[src/rtl/kpi_pkg.sv]
`timescale 1ns / 1ps
// ----------------------------------------------------------------------------
// kpi_pkg: keyframe position interpolator shared definitions
// Sizes, command codes and the key and cell control types.
// ----------------------------------------------------------------------------
package kpi_pkg;

  localparam int MAX_KEYS  = 64;
  localparam int IDX_W     = $clog2(MAX_KEYS);
  localparam int CNT_W     = $clog2(MAX_KEYS + 1);
  localparam int RATE_W    = 10;
  localparam int FRAC_BITS = 16;
  localparam int DIV_STEPS = FRAC_BITS;

  localparam logic [RATE_W-1:0] RATE_RESET = RATE_W'(30);

  localparam logic CMD_LOAD  = 1'b0;
  localparam logic CMD_QUERY = 1'b1;

  typedef struct packed {
    logic signed [31:0] t;
    logic signed [31:0] x;
    logic signed [31:0] y;
    logic signed [31:0] z;
  } kpi_key_t;

  typedef struct packed {
    logic shift;
    logic wr;
  } kpi_cell_ctrl_t;

endpackage

[src/rtl/kpi_cell.sv]
`timescale 1ns / 1ps
// ----------------------------------------------------------------------------
// kpi_cell: one keyframe slot of the key ring
// Holds one key; loads a new key or takes its neighbour's key on a shift.
// ----------------------------------------------------------------------------
module kpi_cell
  import kpi_pkg::*;
(
  input  logic           clk,
  input  kpi_cell_ctrl_t ctrl,
  input  kpi_key_t       wr_key,
  input  kpi_key_t       prev_key,
  output kpi_key_t       key
);

  always_ff @(posedge clk) begin
    if (ctrl.wr) begin
      key <= wr_key;
    end else if (ctrl.shift) begin
      key <= prev_key;
    end
  end

endmodule

[config.mk]
export PLATFORM = sky130hd
export DESIGN_NAME = kpi_cell
export DESIGN_NICKNAME = d
export VERILOG_FILES = /design/src/rtl/kpi_pkg.sv /design/src/rtl/kpi_cell.sv
export SDC_FILE = /design/constraint.sdc
export NUM_CORES = 1
export LEC_CHECK = 0
export BUFFER_PORTS_ARGS = -buffer_cell sky130_fd_sc_hd__buf_2
export CAP_MARGIN = 10
export CORE_AREA = 2 2 149 151
export DETAILED_ROUTE_END_ITERATION = 10
export DIE_AREA = 0 0 151 153
export PLACE_DENSITY_LB_ADDON = 0.05
export SLEW_MARGIN = 20
export SYNTH_ARGS = -nofsm -noshare
export SYNTH_HDL_FRONTEND = slang
export SYNTH_SLANG_ARGS = --single-unit
[constraint.sdc]
create_clock -name clk -period 4.1 [get_ports clk]
set_input_delay 0.205 -clock clk [delete_from_list [all_inputs] [get_ports clk]]
set_output_delay 0.205 -clock clk [all_outputs]
set_load 0.05 [all_outputs]
== Yosys cells after proc, flatten, opt, wreduce, memory -nomap -nowiden ==
Index checks and enable logic that the tools add are counted.

* Output and inout port bits: 128
* Register bits after elaboration: 128

* Muxes and demuxes: 2
* Reduce and logical (&&, ||, !) cells: 1

{| class="wikitable"
|+ Operator list
! cell !! number
|-
| $mux 128 || 2
|-
| $reduce_bool 2->1 || 1
|}

== Depth between registers and ports, before layout ==
Gate-level depths: netlist (run 1).

* Depth after elaboration: 2
* Mapped depth: 3
* Mapped depth without buffers: 1

== Least setup slack after synthesis (run 1) ==
Ideal clock, no wire load.

* Kind: in2reg
* Start: input port ctrl[0] (netlist name)
* End: register key[0] (netlist name) (enable)
* Buffers on the path: 2
* Required time: 3667 ps
* Data arrival time: 2053 ps
* Stages: 3
* Setup slack: 1614 ps
* Cells stage by stage: buf_6 -> buf_6 -> or2_2

* Cells in the longest elaborated chain, start to end: 1

{| class="wikitable"
|+ Ends and longest elaborated chain
! what !! RTL line !! RTL
|-
| from (decl) || kpi_cell.sv:10 || <nowiki>input kpi_cell_ctrl_t ctrl,</nowiki>
|-
| $reduce_bool 2->1 (no source line) || - ||
|-
| to (signal assigned) || kpi_cell.sv:18 || <nowiki>key <= wr_key;</nowiki>
|-
| to (signal assigned) || kpi_cell.sv:20 || <nowiki>key <= prev_key;</nowiki>
|-
| to (decl) || kpi_cell.sv:13 || <nowiki>output kpi_key_t key</nowiki>
|}

No other way between the ends.
A chain may end at the register's enable or synchronous reset.

== Worst setup path after layout (run 1) ==
* Start: input port ctrl[1] (netlist name)
* End: register key[29] (netlist name) (enable)

The elaborated chain is that of the path after synthesis.

==> summary.md, run 1 <==
The most used flip-flop cell after synthesis is edfxtp_1. Yosys attributes the largest share of cell area to edfxtp_1 71%, mux2_2 26%, buf_6 2.7%. The proportion of synthesized chip area in sequential cells was 0.706. Initial cell density of the core: 0.253.

More flip-flops sit in one register than any other, and that register is key. Based on the critical path, the design can be clocked at up to 707 MHz. For this block, the via count after detailed routing is 3961.

Dividing the detail-routed wire length by the instance count gives 17.3 um. The via count of the first global-routing pass came out at 4282. In this run, distinct cell masters in the synthesized netlist total 5. The flow ran to the end, and the final reports show no timing, DRC or antenna violations.

Port buffering added 386 buffers. Counting the buffers created by CTS gives 17. The register with the most flip-flops in the layout has 128 of them.

Count of pins over their slew limit: 0. Summed over all instances, the cell type with the most area after synthesis is edfxtp_1. Detailed placement finished with a half-perimeter wire length of 12.9 mm. The net count of the finished layout is 927. At the worst endpoint, the required time is 4140 ps.

For the worst-case vdd ir drop, the log shows 0.248 mV. Fraction of layout cells with a size suffix above 1: 0.806. Counting every net in the synthesized netlist gives 530.

The area fraction of the dominant cell type after synthesis is 0.706. The kind of capture point of the worst setup path is a register. Counting along the longest clock path gives a buffer depth of 2.

Summed over all cells, the static leakage comes to 3.61 nW. The cell chosen for the clock root was clkbuf_16. Signed area change from the synthesized netlist to the final layout: 50.0%.

In this run the worst hold path is classified as input pin to register. The warning count from the yosys run was 0; the width of the die was 151 um. The commonest cells after synthesis are 128 x edfxtp_1, 128 x mux2_2, 13 x buf_6. The clock transition time at the flip-flop clock pins of the worst setup and hold paths was 60 ps. The number of remaining DRC errors was 0; the buffering stage count on the worst path with inverters included was 2. In the routed layout, each cell is associated on average with a via count of 4.11. The count of routing violations after the opening detailed-route iteration came out at 152. The run gives 0 as the post-cts repair resize count. The master of the slowest instance on the critical path is buf_4. For the number of endpoints with negative hold slack in the final report, the log shows 0.

Setup repair after global routing left no endpoint under its margin. The total power after layout came out at 3.96 mW. The critical path start-end classification was input pin to register. Buffers inserted to repair hold after CTS numbered 0. The portion of the clock cycle consumed by the worst path in the final layout is 0.345, and the worst slew margin relative to its limit is 0.369. Fraction of synthesis flops using an asynchronous set or reset pin: 0. The tools report the largest net degree at the start of global routing as 72.

Each instance of the synthesized netlist takes up on average 20.1 um^2. After synthesis the netlist holds a flip-flop and latch count of 128. CTS built an H-tree with a depth of 4. The weighted congestion at the end of routability-driven global placement was 0.743. Post-CTS timing repair inserted 0 buffers for setup.

The first global-routing pass estimated 23.7 mm of wire. The total area inside the core boundary comes to 0.0215 mm^2. The biggest cell delay along the critical path works out to 540 ps. The largest registers in the layout are key: 128 flops.

For the final routed database, the setup TNS stands at 0 ps. On the critical path the largest part of the delay comes from buffers and inverters. Wires add up to 16.7 mm. The floorplan step defined a die boundary enclosing 0.0231 mm^2. Traced cell by cell, the critical path runs through buf_2 > or2_4 > buf_4. Number of antenna-violating nets in the routed design: 0. Total power divided by cell area: 485 mW/mm^2. The initialized floorplan defines 54 standard-cell rows.

For this run the aggregate overflow at the end of global routing stands at 0. The tool flagged a number of max-cap violations equal to 0. TritonCTS built the clock tree.

The clock period could shrink to 1410 ps. The tools report the total of endpoints with negative setup slack in the final report as 0. For the initial antenna violation count, the log shows 5. The synthesized netlist occupies a cell area of 0.00544 mm^2.

For the pin with the worst max-slew slack, the measured transition is 946 ps. Data on the critical path arrives at its endpoint at 1450 ps. The number of enable-type register cells in the synthesized netlist works out to 128.

The worst setup path is launched from an input pin. For the boundary pin count, the log shows 387. The filler cells instantiated in the layout total 2133. The vertical extent of the die was 153 um; the number of optimization iterations in the first detailed-route pass was 4. Counting every sink on the clock net gives 128.

The logs give 271 for the cell count after synthesis and 0.141 for the all-layer global routing usage. In this run the worst path has a maximum fanout of 45.
## metal layers
| metal | up-vias | wire, um | global-route usage |
|---|---|---|---|
| li1 | 1874 | - | - |
| met1 | 1850 | 5280 | 0.127 |
| met2 | 218 | 9110 | 0.262 |
| met3 | 17 | 1980 | 0.0716 |
| met4 | 2 | 299 | 0.0547 |
| met5 | - | 13 | 0 |
## area by class of cell
| type | instances | area, um^2 | area share |
|---|---|---|---|
| Antenna cell | 4 | 10.0 | 0.00123 |
| Clock buffer | 19 | 433 | 0.0530 |
| Clock inverter | 12 | 96.3 | 0.0118 |
| Tap cell | 280 | 350 | 0.0429 |
| Sequential cell | 128 | 3840 | 0.471 |
| Timing Repair Buffer | 392 | 1980 | 0.242 |
| Multi-Input combinational cell | 129 | 1450 | 0.178 |
## cells by family (layout without fill, tap and decap cells)
| family | Yosys count | count (layout) | share of synthesized area |
|---|---|---|---|
| other cells | 0 | 4 | 0 |
| mux | 128 | 128 | 0.265 |
| flops | 128 | 128 | 0.706 |
| buf+inv | 14 | 423 | 0.0278 |
| simple gates | 1 | 1 | 0.00115 |
## layout by cell type, fill, tap and decap left out
cell type | netlist | layout
edfxtp_1 | 128 | 128
clkbuf_1 | 0 | 2
diode_2 | 0 | 4
clkinv_2 | 0 | 4
bufinv_16 | 0 | 1
clkinv_1 | 0 | 2
mux2_2 | 128 | 128
clkinv_4 | 0 | 1
buf_4 | 0 | 7
buf_2 | 1 | 385
clkinvlp_4 | 0 | 4
clkbuf_16 | 0 | 17
or2_4 | 0 | 1
## power by group
| group | internal, mW | switching, mW |
|---|---|---|
| Sequential | 1.61 | 0.0313 |
| Combinational | 0.271 | 0.677 |
| Clock | 0.821 | 0.549 |
| Total | 2.70 | 1.26 |
## worst paths after layout
| kind | end | startpoint | cells after the start |
|---|---|---|---|
| max | key[29] | ctrl[1] | 3 |
| min | key[49] | prev_key[49] | 2 |
## through the flow
stage | std cells | hold WS, ps | utilization | worst slack (ps) | cell area [um^2]
detailed placement | 929 | 509 | 0.355 | 2230 | 7620
global placement | 929 | 505 | 0.355 | 2250 | 7620
CTS | 960 | 71.8 | 0.379 | 2640 | 8150
finish | 964 | 95.8 | 0.380 | 2690 | 8160
global route | 964 | 68.9 | 0.380 | 2600 | 8160
floorplan | 271 | 425 | - | 1610 | 5440
No activity file was read; power rests on OpenSTA's default activity.
==> run 2, diff against run 1 <==
clock period = 1.35 ns   (was 4.1 ns; I/O delays follow)
==> run 2 against run 1 <==
Net effect:
- the flow now stops in clock tree synthesis (4_1_cts)
- synthesized area stayed put
- synthesized cell count stayed put
==> summary.md, run 2 <==
The flow did not finish. It got as far as clock tree synthesis (4_1_cts) and failed there. The first error in the log reads "[ERROR RSZ-0060] Max buffer count reached". Number of enable-type register cells in the synthesized netlist: 128 (unchanged). The run gives 387 (unchanged) as the boundary pin count. The tools report the setup fix buffers added after clock tree synthesis as 0 (unchanged).

Number of unique standard cell types used by synthesis: 5 (unchanged). The run gives 0.253 (unchanged) as the initial cell density of the core. The most used flip-flop cell after synthesis is edfxtp_1. The minimum setup slack after placement came out at 112 ps (-2120 ps). The cell chosen for the clock root was clkbuf_16. The run gives 54 (unchanged) as the number of core rows.

The post-synthesis net count is 530 (unchanged), and the vertical extent of the die is 153 um (unchanged). The port buffer count came out at 386 (unchanged). The area fraction of the dominant cell type after synthesis works out to 0.706 (unchanged).

The maximum buffer depth of the clock tree is 2 (unchanged). The tools report the detailed placer's ending HPWL as 13.0 mm (+0.44%). The tools report the proportion of synthesized chip area in sequential cells as 0.706 (unchanged). The cell count after synthesis was 271 (unchanged). The total CTS buffers was 17 (unchanged). The commonest cells after synthesis are 128 x edfxtp_1, 128 x mux2_2, 13 x buf_6.

The mean area per synthesized cell is 20.1 um^2 (unchanged). Number of hold-repair buffers added at the cts stage: 194 (+194). The synthesized cell area came out at 0.00544 mm^2 (unchanged).

Number of synthesized register bits: 128 (unchanged). The total clock sinks is 128 (unchanged). The fraction of synthesis flops using an asynchronous set or reset pin works out to 0 (unchanged). Width of the die: 151 um (unchanged). The post-cts repair resize count was 0 (unchanged); the warning count from the yosys run was 0 (unchanged). The synthesized design spends more area on one cell type than any other, namely edfxtp_1. The tools report the CTS H-tree depth as 4 (unchanged).

By area the synthesized netlist is led by edfxtp_1 71%, mux2_2 26%, buf_6 2.7%. The tools report the weighted congestion at the end of routability-driven global placement as 0.744 (+0.15%).
## run 2: cells by family after synthesis
| group | after synthesis | share of synthesized area |
|---|---|---|
| buffers and inverters | 14 | 0.0278 |
| muxes | 128 | 0.265 |
| DFF | 128 | 0.706 |
| and+or+nand+nor | 1 | 0.00115 |
## run 2: through the flow
stage / cell area, um^2 / utilization / hold WS (ps) / instances / TNS (ps)
after detailed placement: 7710 / 0.359 / 371 / 934 / 0
after global placement: 7710 / 0.359 / 368 / 934 / 0
after floorplan: 5460 / - / 287 / 271 / -41670
==> run 3, diff against run 2 <==
CORE_AREA = 2 2 150 152   (was 2 2 149 151)
DIE_AREA = 0 0 152 154   (was 0 0 151 153)
PLACE_DENSITY_LB_ADDON = 0.15   (was 0.05)
==> run 3 against run 2 <==
Net effect:
- the flow again stops in clock tree synthesis (4_1_cts)
- synthesized cell count unchanged
- synthesized area unchanged
==> summary.md, run 3 <==
The flow did not finish. The flow halted during clock tree synthesis (4_1_cts). The first error in the log reads "[ERROR RSZ-0060] Max buffer count reached". The cell area after placement came out at 0.00774 mm^2 (+0.32%). The area fraction of the dominant cell type after synthesis was 0.706 (unchanged); the number of enable-type register cells in the synthesized netlist was 128 (unchanged). The detailed placer's ending HPWL is 12.0 mm (-7.5%), and the synthesized cell area is 0.00544 mm^2 (unchanged).

CTS H-tree depth: 4 (unchanged). The boundary pin count came out at 387 (unchanged). The total CTS buffers is 17 (unchanged), and the width of the die is 152 um (+0.66%).

The mean area per synthesized cell is 20.1 um^2 (unchanged), and the post-synthesis net count is 530 (unchanged). In the post-synthesis netlist, the biggest area contributors are edfxtp_1 71%, mux2_2 26%, buf_6 2.7%. The number of core rows was 54 (unchanged).

Number of unique standard cell types used by synthesis: 5 (unchanged). CTS placed an instance of clkbuf_16 at the clock tree root. The cell type with the largest total area after synthesis was edfxtp_1. The logs give 179 ps (+67.2 ps) for the minimum setup slack after placement and 2 (unchanged) for the maximum buffer depth of the clock tree. The number of hold-repair buffers added at the cts stage is 194 (unchanged). The tools report the cell count after synthesis as 271 (unchanged).

The total clock sinks is 128 (unchanged), and the post-cts repair resize count is 0 (unchanged). The proportion of synthesized chip area in sequential cells came out at 0.706 (unchanged). The commonest cells after synthesis are 128 x edfxtp_1, 128 x mux2_2, 13 x buf_6. The port buffer count is 386 (unchanged), and the setup fix buffers added after clock tree synthesis is 0 (unchanged).

The initial cell density of the core was 0.251 (-0.00237); the warning count from the yosys run was 0 (unchanged). The fraction of synthesis flops using an asynchronous set or reset pin was 0 (unchanged); the number of synthesized register bits was 128 (unchanged). The vertical extent of the die was 154 um (+0.65%). For this run, the leading register cell type out of synthesis is edfxtp_1. The weighted congestion at the end of routability-driven global placement is 0.755 (+1.5%).
run 3: cells by family after synthesis:
| group | synth area share |
|---|---|
| buf+inv | 0.0278 |
| flops | 0.706 |
| mux | 0.265 |
| simple gates | 0.00115 |
run 3: stage by stage:
stage	instances	hold WS, ps
after detailed placement	934	372
after global placement	934	367
after floorplan	271	287
