<file path="src/rtl/kpi_pkg.sv">
`timescale 1ns / 1ps
// ----------------------------------------------------------------------------
// kpi_pkg: keyframe position interpolator shared definitions
// Sizes, command codes and the key and cell control types.
// ----------------------------------------------------------------------------
package kpi_pkg;

  localparam int MAX_KEYS  = 64;
  localparam int IDX_W     = $clog2(MAX_KEYS);
  localparam int CNT_W     = $clog2(MAX_KEYS + 1);
  localparam int RATE_W    = 10;
  localparam int FRAC_BITS = 16;
  localparam int DIV_STEPS = FRAC_BITS;

  localparam logic [RATE_W-1:0] RATE_RESET = RATE_W'(30);

  localparam logic CMD_LOAD  = 1'b0;
  localparam logic CMD_QUERY = 1'b1;

  typedef struct packed {
    logic signed [31:0] t;
    logic signed [31:0] x;
    logic signed [31:0] y;
    logic signed [31:0] z;
  } kpi_key_t;

  typedef struct packed {
    logic shift;
    logic wr;
  } kpi_cell_ctrl_t;

endpackage

</file>
<file path="src/rtl/kpi_div.sv">
`timescale 1ns / 1ps
// ----------------------------------------------------------------------------
// kpi_div: fractional ratio divider
// Restoring division of num * 2^16 by den, one quotient bit a cycle; num < den.
// ----------------------------------------------------------------------------
module kpi_div
  import kpi_pkg::*;
(
  input  logic                 clk,
  input  logic                 rst,
  input  logic                 start,
  input  logic [32:0]          num,
  input  logic [32:0]          den,
  output logic                 done,
  output logic [FRAC_BITS-1:0] quot
);

  localparam int STEP_W = $clog2(DIV_STEPS + 1);

  logic [33:0]       rem;
  logic [33:0]       rem_sh;
  logic [32:0]       divisor;
  logic [STEP_W-1:0] steps;
  logic              busy;

  assign rem_sh = {rem[32:0], 1'b0};

  always_ff @(posedge clk) begin
    if (rst) begin
      busy  <= 1'b0;
      done  <= 1'b0;
      steps <= '0;
    end else begin
      done <= 1'b0;
      if (start) begin
        busy    <= 1'b1;
        steps   <= '0;
        rem     <= {1'b0, num};
        divisor <= den;
        quot    <= '0;
      end else if (busy) begin
        if (rem_sh >= {1'b0, divisor}) begin
          rem  <= rem_sh - {1'b0, divisor};
          quot <= {quot[FRAC_BITS-2:0], 1'b1};
        end else begin
          rem  <= rem_sh;
          quot <= {quot[FRAC_BITS-2:0], 1'b0};
        end
        steps <= steps + 1'b1;
        if (steps == STEP_W'(DIV_STEPS - 1)) begin
          busy <= 1'b0;
          done <= 1'b1;
        end
      end
    end
  end

endmodule

</file>
<file path="config.mk">
export PLATFORM = sky130hd
export DESIGN_NAME = kpi_div
export DESIGN_NICKNAME = d
export VERILOG_FILES = /design/src/rtl/kpi_pkg.sv /design/src/rtl/kpi_div.sv
export SDC_FILE = /design/constraint.sdc
export NUM_CORES = 1
export LEC_CHECK = 0
export CORE_MARGIN = 4
export CORE_UTILIZATION = 59
export CTS_CLUSTER_DIAMETER = 30
export DETAILED_ROUTE_END_ITERATION = 10
export DONT_BUFFER_PORTS = 1
export PLACE_DENSITY = 0.73
export REMOVE_ABC_BUFFERS = 1
export SKIP_LAST_GASP = 1
export SLEW_MARGIN = 25
export SYNTH_ARGS = -nofsm -noshare
export SYNTH_HDL_FRONTEND = slang
export SYNTH_SLANG_ARGS = --single-unit
</file>
<file path="constraint.sdc">
create_clock -name clk -period 7.98 [get_ports clk]
set_input_delay 0 -clock clk [delete_from_list [all_inputs] [get_ports clk]]
set_output_delay 0 -clock clk [all_outputs]
set_load 0.03 [all_outputs]
</file>
# Word-level counts from Yosys, hierarchy flattened
# Cells that the tools add are included.
dict set report totals {
  n_memories 0
  ram_bits 0
  latch_bits 0
  register_bits 89
  output_inout_bits 17
  romBits 0
  inputBits 69
}
dict set report classes {
  bitwise 2
  n_div 0
  muxes 9
  addsub 2
  reduce_logical 5
  eq_ne 1
  shift 0
  multipliers 0
  n_lt_le_gt_ge 1
}
# cell count
set op_table {}
lappend op_table {{33-bit 2-to-1 mux} 3}
lappend op_table {{34-bit by 33-bit greater-or-equal comparator with 1-bit output} 1}
lappend op_table {{33-bit subtractor} 1}
lappend op_table {{16-bit 2-to-1 mux} 1}
lappend op_table {{5-bit by 1-bit adder with 5-bit output (second input constant)} 1}
lappend op_table {{5-bit by 4-bit equality test with 1-bit output (second input constant)} 1}
lappend op_table {{1-bit 2-to-1 mux} 5}
lappend op_table {{2-bit AND reduction} 2}
lappend op_table {{3-bit OR reduction} 1}
lappend op_table {{1-bit inverter} 2}
lappend op_table {{2-bit nonzero test} 1}
lappend op_table {{2-bit OR reduction} 1}

# Logic depth before layout (Yosys ltp)
# Gate-level depths: netlist (run 1).
dict set report depth {
  depth_word 4
  mapped_depth 15
}

# Worst setup path before layout (run 1)
# Ideal clock, no wire load.
dict set report synth_timing {
  path_type {register to register}
  start {reg busy}
  end {reg quot[0], enable pin}
  synth_period_minus_slack_ns 3.151
  path_stages_with_launch 4
  path_buffers 1
  required_ns 7.524
  t_arrival_ns 2.696
  setup_ns 0.456
  setup_slack_ns 4.829
  path_cell_list {dfxtp_1 -> clkbuf_1 -> nor2_1 -> nor2_1}
}
dict set report synth_via {
  elab_chain_len 2
}
# element line_no
set synth_rtl {}
lappend synth_rtl {{from (decl)} kpi_div.sv:24} ;# logic busy;
lappend synth_rtl {{from (signal assigned)} kpi_div.sv:30} ;# busy <= 1'b0;
lappend synth_rtl {{from (signal assigned)} kpi_div.sv:36} ;# busy <= 1'b1;
lappend synth_rtl {{from (signal assigned)} kpi_div.sv:51} ;# busy <= 1'b0;
lappend synth_rtl {{2-bit nonzero test (no source line)} n/a}
lappend synth_rtl {{2-bit AND reduction (no source line)} n/a}
lappend synth_rtl {{to (signal assigned)} kpi_div.sv:44} ;# quot <= {quot[FRAC_BITS-2:0], 1'b1};
lappend synth_rtl {{to (signal assigned)} kpi_div.sv:47} ;# quot <= {quot[FRAC_BITS-2:0], 1'b0};
lappend synth_rtl {{to (decl)} kpi_div.sv:15} ;# output logic [FRAC_BITS-1:0] quot
# Every way passes these cells.
# A chain may end at the register's enable or synchronous reset.

# Worst setup path in the final report (run 1)
dict set report layout_timing {
  start {reg rem[0]}
  end {reg rem[16] (data pin)}
}
dict set report layout_via {
  elab_chain_len 4
  elab_cells_between_ends 5
  cone_classes {1 x add/sub; 1 x order compare; 3 x mux}
}
# element line_no
set layout_rtl {}
lappend layout_rtl {{from (decl)} kpi_div.sv:20} ;# logic [33:0] rem;
lappend layout_rtl {{from (signal assigned)} kpi_div.sv:38} ;# rem <= {1'b0, num};
lappend layout_rtl {{from (signal assigned)} kpi_div.sv:43} ;# rem <= rem_sh - {1'b0, divisor};
lappend layout_rtl {{from (signal assigned)} kpi_div.sv:46} ;# rem <= rem_sh;
lappend layout_rtl {{33-bit subtractor or 34-bit by 33-bit greater-or-equal comparator with 1-bit output (tied branches)} {kpi_div.sv:43, kpi_div.sv:42}}
lappend layout_rtl {{33-bit 2-to-1 mux *} kpi_div.sv:42} ;# if (rem_sh >= {1'b0, divisor}) begin
lappend layout_rtl {{33-bit 2-to-1 mux *} kpi_div.sv:41} ;# end else if (busy) begin
lappend layout_rtl {{33-bit 2-to-1 mux *} kpi_div.sv:35} ;# if (start) begin
# Mark *: on every way between the ends. The rest lies on a longest branch, timed or not. The select of a mux whose other input is x is not followed.

==> impl_metrics.ini, run 1 <==
[outcome]
outcome = completed

[synth]
syn-cell-area_um2 = 5500
synth_flop_cell = sky130_fd_sc_hd__edfxtp_1
synth-warning-count = 0
syn_inst = 521
synth.ff_latch_count = 89
post-synth-top-count-cell = sky130_fd_sc_hd__edfxtp_1
synth-async-reset-ratio = 0
synth.largest_area_cell = sky130_fd_sc_hd__edfxtp_1
yosysTopAreaCellShare = 0.4477
synth.top_cells.by_count = 82 x sky130_fd_sc_hd__edfxtp_1, 55 x sky130_fd_sc_hd__a21oi_1, 40 x sky130_fd_sc_hd__inv_1, 35 x sky130_fd_sc_hd__ha_1, 35 x sky130_fd_sc_hd__nor2_1
ys_seq_area_frac = 0.4732
yosysUniqueCellTypes = 57
synth_edf_count = 82
synthesis.area_per_instance_um2 = 10.56
leading_cell_types_by_total_area_after_synthesis = sky130_fd_sc_hd__edfxtp_1 45%, sky130_fd_sc_hd__ha_1 8.0%, sky130_fd_sc_hd__mux2_2 5.3%

[sta]
fin_crit_ns = 4.385
final.setup_skew_ns = 0.008377
achievable-frequency_mhz = 228.0
holdWs_ns = 0.01397
setup_tns_ns = 0
timing.final.crit_share = 0.5495
max_slew_margin = 0.3716
final-hold-violation-count = 0
rsz_0062_raised_after_global_routing = no
finalMaxSlewViolations = 0
finalSetupViolations = 0
tightest_slew_ns = 0.9427
fin_ws_ns = 3.595

[setup_path]
crit-reg2reg-capture = rem[16]
cp_num_buf_inv = 2
rr_startpoint = rem[0]
ordered_cell_list_for_the_critical_path = inv_1, fa_1, nand2b_1, a211oi_1, o22ai_2, o31ai_2, a221o_1, a31o_1, buf_4, mux2_2, mux2_2
timing.reg2reg.worst_path_depth = 11
cp.required_ns = 8.11
critPathTopFamily = compound AO/OA/AOI/OAI gates
critical_path.startpoint_type = flop
total_number_of_cells_along_the_worst_setup_path = 11
cp_data_arrival_time_ns = 4.51
crit_fanout = 27
critPathSlowestCell = sky130_fd_sc_hd__a31o_1
critPathCaptureType = flop
crit_path_largest_cell_delay_ns = 0.80
criticalPathCategory = flop to flop
worst_path_most_repeated_cell = sky130_fd_sc_hd__mux2_2
worst-r2r-setup-slack_ns = 3.59

[pwr]
p_sw_frac = 0.3193
clock_power_share = 0.225
seq_power_share = 0.466
power.net_switching_uw = 401.9
cellPowerDensity_nw_per_um2 = 194.5
leakage_nw = 2.620
max_ir_drop_vdd_mv = 0.1750
combinationalPowerShare = 0.309
internal-power_uw = 856.6

[cts]
cts-root-to-sink-buffers = 2
tritoncts_clock_tree = built
clock_latency_ns = 0.37
cts-root-buf = sky130_fd_sc_hd__clkbuf_8
cts_resized = 0
cts.repair_timing.setup_buffer_count = 0
cts.sink_count = 89
cts_htree_levels = 3
cts_inserted_buffers = 9
clkSlewWorstSetupHoldPaths_ns = 0.09

[drt]
finalWirelength_mm = 12.02
remaining_drc_errors = 0
drt-initial-drc-count = 198
avgViaCountPerCell = 5.857
detailroute.via_count = 4059
detail-route-antenna-nets = 0
drt-pass1-iter-count = 4
detail_route.wl_per_cell_um = 17.34

[place]
placement.io_buffers = 0
finalWeightedCongestion = 0.8388
dp_slack_ns = 3.632
half_perimeter_wire_length_of_the_detailed_placement_result_mm = 7.750
placed_area_um2 = 5557
place.detailed.instances = 607

[global_routing]
gr-total-overflow = 0
globalRouteTotalUtil = 0.2264
grt_first_pass_wirelength_mm = 19.91
grt_antenna_before_repair = 0
first_global_vias = 4070
grt_start_max_net_pins = 64

[cells_and_area]
final_cell_area_um2 = 6471
layout.nets = 685
drive_above_1_share = 0.09231
finish.cell_count_without_fillers = 693
syn2layout_area_growth_pct = 17.65
antenna-diode-count = 0
fillers = 631

[floorplanning]
total_core_area_um2 = 8891
dieWidth_um = 104.6
initial_utilization = 0.6186
die_h_um = 104.6
row_count = 34
dieArea_um2 = 10930
floorplan.io_pins = 86

[worst_hold_path]
min-delay-path-class = input pin to flop
hold_path_startpoint = start
whs_endpoint = steps[1]
hold_depth = 2

[flow_run]
max_cap_violations = 0
layer usage:
| metal | part of all wire | global-route usage | vias up |
|---|---|---|---|
| met2 | 0.49 | 0.3741 | 85 |
| li1 | - | - | 2029 |
| met4 | 0.018 | 0.07123 | 0 |
| met3 | 0.038 | 0.05857 | 19 |
| met5 | 0 | 0 | - |
| met1 | 0.46 | 0.2931 | 1926 |
sequential cells by signal, indices dropped and copies added, names as in the netlist:
name and count:
busy 1, divisor 33, done 1, quot 16
rem 33, steps 5
stage by stage:
| stage | utilization | power (mW) |
|---|---|---|
| finish | 0.7278 | 1.258 |
| global route | 0.7278 | 1.339 |
| CTS | 0.7236 | 1.262 |
| detailed placement | 0.6250 | 0.9429 |
| global placement | 0.6250 | 0.9314 |
| floorplan | - | 0.8736 |
worst max-delay path by stage:
stage	from	to	slack [ns]
floorplan	rem[0]	rem[16]	4.12
global placement	rem[0]	rem[16]	3.75
detailed placement	rem[0]	rem[16]	3.63
finish	rem[0]	rem[16]	3.59
global route	rem[0]	rem[16]	3.24
CTS	rem[0]	rem[16]	3.60
power groups by stage:
stage / Combinational, mW / Clock, mW / Sequential [mW]
global route: 0.434 / 0.315 / 0.590
finish: 0.389 / 0.283 / 0.586
CTS: 0.383 / 0.293 / 0.586
floorplan: 0.282 / 0 / 0.592
detailed placement: 0.346 / 0 / 0.597
global placement: 0.336 / 0 / 0.595
area by class of cell:
class / instances / area, um2 / share of cell area
Sequential cell: 89 / 2603 / 0.4022
Multi-Input combinational cell: 368 / 2654 / 0.4101
Clock inverter: 7 / 55.05 / 0.008507
Inverter: 40 / 150.1 / 0.02320
Tap cell: 108 / 135.1 / 0.02088
Clock buffer: 9 / 123.9 / 0.01914
Timing Repair Buffer: 72 / 750.7 / 0.1160
kinds of logic after synthesis:
group                      after synthesis  share of synthesized area
adders and majority gates               36                    0.08326
xor gates and xnor gates                28                    0.04459
and+or+nand+nor                        138                     0.1324
muxes                                   29                    0.05960
DFF                                     89                     0.4732
AOI/OAI and AO/OA                      137                     0.1599
buffers and inverters                   64                    0.04708
cells in the final DEF, fill, tap and decap left out, types with 3 or more instances in the layout:
cell type                       count
sky130_fd_sc_hd__edfxtp_1          82
sky130_fd_sc_hd__dlygate4sd3_1     68
sky130_fd_sc_hd__a21oi_1           55
sky130_fd_sc_hd__inv_1             40
sky130_fd_sc_hd__ha_1              35
sky130_fd_sc_hd__nor2_1            34
sky130_fd_sc_hd__nand2_1           26
sky130_fd_sc_hd__mux2_2            26
sky130_fd_sc_hd__nor2b_1           22
sky130_fd_sc_hd__o21ai_0           19
sky130_fd_sc_hd__a21o_1            18
sky130_fd_sc_hd__xnor2_1           16
sky130_fd_sc_hd__xor2_1            12
sky130_fd_sc_hd__and3_1            11
sky130_fd_sc_hd__nand2b_1          10
sky130_fd_sc_hd__nor3_1             9
sky130_fd_sc_hd__clkbuf_8           9
sky130_fd_sc_hd__a211oi_1           8
sky130_fd_sc_hd__dfxtp_1            7
sky130_fd_sc_hd__nand4_1            5
sky130_fd_sc_hd__o31ai_1            5
sky130_fd_sc_hd__and4_1             4
sky130_fd_sc_hd__nand3_1            4
sky130_fd_sc_hd__o21bai_1           4
sky130_fd_sc_hd__o21a_1             3
sky130_fd_sc_hd__a31oi_1            3
sky130_fd_sc_hd__clkinv_4           3
timing repair:
action	CTS	global route
endpoints found under the hold margin	127	11
hold buffers	68	1
setup endpoints to repair	0	0
Note: power is estimated with default switching activity, not from simulation.
==> run 2: changes to the inputs <==
ABC_AREA = 1   (was unset)
clock period = 4.2 ns   (was 7.98 ns; I/O delays follow)
==> run 2 against run 1 <==
Net effect: synthesized cell count is 84% higher; hold slack improved by 0.21 ns; clock power rose by 110%; worst setup slack got worse by 2.5 ns.
==> impl_metrics.ini, run 2 <==
[floorplanning]
row_count = 38
floorplan.io_pins = 86
dieWidth_um = 113.6
die_h_um = 113.6
dieArea_um2 = 12910
total_core_area_um2 = 10890
initial_utilization = 0.6043

[flow_run]
max_cap_violations = 0

[synth]
synth-async-reset-ratio = 0
synth-warning-count = 0
syn-cell-area_um2 = 6580
synth_edf_count = 82
synth.largest_area_cell = sky130_fd_sc_hd__edfxtp_1
post-synth-top-count-cell = sky130_fd_sc_hd__nand2_1
yosysTopAreaCellShare = 0.3742
synth.ff_latch_count = 89
yosysUniqueCellTypes = 33
synth_flop_cell = sky130_fd_sc_hd__edfxtp_1
leading_cell_types_by_total_area_after_synthesis = sky130_fd_sc_hd__edfxtp_1 37%, sky130_fd_sc_hd__nand2_1 22%, sky130_fd_sc_hd__inv_1 11%
ys_seq_area_frac = 0.3955
synthesis.area_per_instance_um2 = 6.876
synth.top_cells.by_count = 390 x sky130_fd_sc_hd__nand2_1, 200 x sky130_fd_sc_hd__inv_1, 82 x sky130_fd_sc_hd__edfxtp_1, 62 x sky130_fd_sc_hd__nor2_1, 58 x sky130_fd_sc_hd__nand3_1
syn_inst = 957

[cts]
cts.repair_timing.setup_buffer_count = 0
cts_inserted_buffers = 9
cts-root-to-sink-buffers = 2
cts_resized = 0
clkSlewWorstSetupHoldPaths_ns = 0.10
cts.sink_count = 89
post_cts_hold_buffer_count = 72
cts-root-buf = sky130_fd_sc_hd__clkbuf_8
tritoncts_clock_tree = built
cts_htree_levels = 3
clock_latency_ns = 0.40

[drt]
remaining_drc_errors = 0
detail_route.wl_per_cell_um = 14.46
finalWirelength_mm = 16.94
detailroute.via_count = 5904
drt-pass1-iter-count = 5
drt-initial-drc-count = 421
detail-route-antenna-nets = 0
avgViaCountPerCell = 5.038

[sta]
max_slew_margin = 0.4084
fin_crit_ns = 3.107
rsz_0062_raised_after_global_routing = no
final-hold-violation-count = 0
finalMaxSlewViolations = 0
timing.final.crit_share = 0.7398
tightest_slew_ns = 0.8863
finalSetupViolations = 0
achievable-frequency_mhz = 321.9
fin_ws_ns = 1.093
final.setup_skew_ns = 0.01609
setup_tns_ns = 0

[pwr]
internal-power_mw = 1.616
leakage_nw = 4.007
power.net_switching_uw = 942.9
cellPowerDensity_nw_per_um2 = 334.7
clock_power_share = 0.230
combinationalPowerShare = 0.337
p_sw_frac = 0.3685
seq_power_share = 0.433
max_ir_drop_vdd_mv = 0.3077

[setup_path]
timing.reg2reg.worst_path_depth = 15
crit_fanout = 33
critical_path.startpoint_type = flop
critPathCaptureType = flop
criticalPathCategory = flop to flop
cp_data_arrival_time_ns = 3.27
cp.required_ns = 4.36

[cells_and_area]
commonest_cells_after_routing_fill_and_taps_aside = 390 x sky130_fd_sc_hd__nand2_1, 199 x sky130_fd_sc_hd__inv_1, 82 x sky130_fd_sc_hd__edfxtp_1
drive_above_1_share = 0.03779
antenna-diode-count = 0
syn2layout_area_growth_pct = 16.20
final_common_cell = sky130_fd_sc_hd__nand2_1
fillers = 937
layout.nets = 1132
largestRegisters = divisor x33, rem x33, quot x16

[global_routing]
globalRouteTotalUtil = 0.2737
grt_antenna_before_repair = 0
gr-total-overflow = 0
grt_first_pass_wirelength_mm = 27.37
grt_start_max_net_pins = 50
first_global_vias = 5776

[place]
half_perimeter_wire_length_of_the_detailed_placement_result_mm = 11.72
placement.io_buffers = 0
dp_slack_ns = 1.127
finalWeightedCongestion = 0.9439

[outcome]
outcome = completed

[worst_hold_path]
hold_depth = 1
min-delay-path-class = input pin to flop
[run 2: cell types whose count changed after synthesis, moves of 11 or more]
| cell | before | now |
|---|---|---|
| sky130_fd_sc_hd__a21o_1 | 18 | 2 |
| sky130_fd_sc_hd__nand3b_1 | 1 | 23 |
| sky130_fd_sc_hd__inv_1 | 40 | 200 |
| sky130_fd_sc_hd__nand2_1 | 26 | 390 |
| sky130_fd_sc_hd__mux2_2 | 26 | 0 |
| sky130_fd_sc_hd__and3_1 | 11 | 0 |
| sky130_fd_sc_hd__a21oi_1 | 55 | 18 |
| sky130_fd_sc_hd__nor2_1 | 35 | 62 |
| sky130_fd_sc_hd__o21ai_0 | 19 | 4 |
| sky130_fd_sc_hd__nor2b_1 | 23 | 0 |
| sky130_fd_sc_hd__nand3_1 | 4 | 58 |
| sky130_fd_sc_hd__clkbuf_1 | 18 | 7 |
[run 2: kinds of logic after synthesis]
family,synth area share
fa+ha+maj,0.06960
compound gates,0.02073
flops,0.3955
buf+inv,0.1297
xor+xnor,0.01997
simple gates,0.3645
[run 2: metal layers]
metal  global-route usage  up-vias  part of all wire
met3              0.06525       31             0.058
met1               0.3494     2652              0.44
li1                     -     3057                 -
met5                    0        -                 0
met2               0.4590      164              0.47
met4              0.08894        0             0.023
[run 2: critical path: stages (launching register included)]
cell	delay [ns]
sky130_fd_sc_hd__edfxtp_1	0.43
sky130_fd_sc_hd__ha_1	0.37
sky130_fd_sc_hd__nand2_1	0.14
sky130_fd_sc_hd__inv_1	0.07
sky130_fd_sc_hd__nand2_1	0.06
sky130_fd_sc_hd__nand2_1	0.08
sky130_fd_sc_hd__inv_2	0.06
sky130_fd_sc_hd__nand3_2	0.11
sky130_fd_sc_hd__nand2_1	0.10
sky130_fd_sc_hd__nand2_1	0.09
sky130_fd_sc_hd__nand2_2	0.43
sky130_fd_sc_hd__nand2_4	0.36
sky130_fd_sc_hd__nand2_2	0.35
sky130_fd_sc_hd__nand2_1	0.08
sky130_fd_sc_hd__nand2_1	0.07
sky130_fd_sc_hd__nand2_1	0.05
[run 2: worst paths after layout]
path              slack [ns]          end     start
hold / removal          0.22  divisor[28]   den[28]
setup reg to reg        1.09      rem[21]    rem[7]
hold reg to reg         0.51     steps[1]  steps[1]
setup / recovery        1.09      rem[21]    rem[7]
[run 2: stage by stage]
stage / util / power, mW / instance area (um2) / std cells / hold slack, ns
6_report: 0.7023 / 2.559 / 7646 / 1172 / 0.2213
5_1_grt: 0.7023 / 2.729 / 7646 / 1172 / 0.1976
4_1_cts: 0.6987 / 2.548 / 7607 / 1170 / 0.04991
3_5_place_dp: 0.6145 / 1.908 / 6690 / 1082 / 0.09892
3_3_place_gp: 0.6145 / 1.901 / 6690 / 1082 / 0.09892
2_1_floorplan: - / 1.723 / 6492 / 940 / 0.09887
[run 2: final cells by class]
cell class,count,area (um2),share of cell area
Clock inverter,6,48.80,0.006382
Clock buffer,10,137.6,0.01800
Sequential cell,89,2603,0.3404
Inverter,204,767.0,0.1003
Tap cell,140,175.2,0.02291
Timing Repair Buffer,76,783.3,0.1024
Multi-Input combinational cell,647,3132,0.4096
[run 2: power by group through the flow]
stage          registers [mW]  clock network, mW  logic, mW
2_1_floorplan            1.12                  0      0.606
3_3_place_gp             1.13                  0      0.775
4_1_cts                  1.11              0.593      0.848
6_report                 1.11              0.588      0.862
5_1_grt                  1.12              0.634      0.979
3_5_place_dp             1.13                  0      0.781
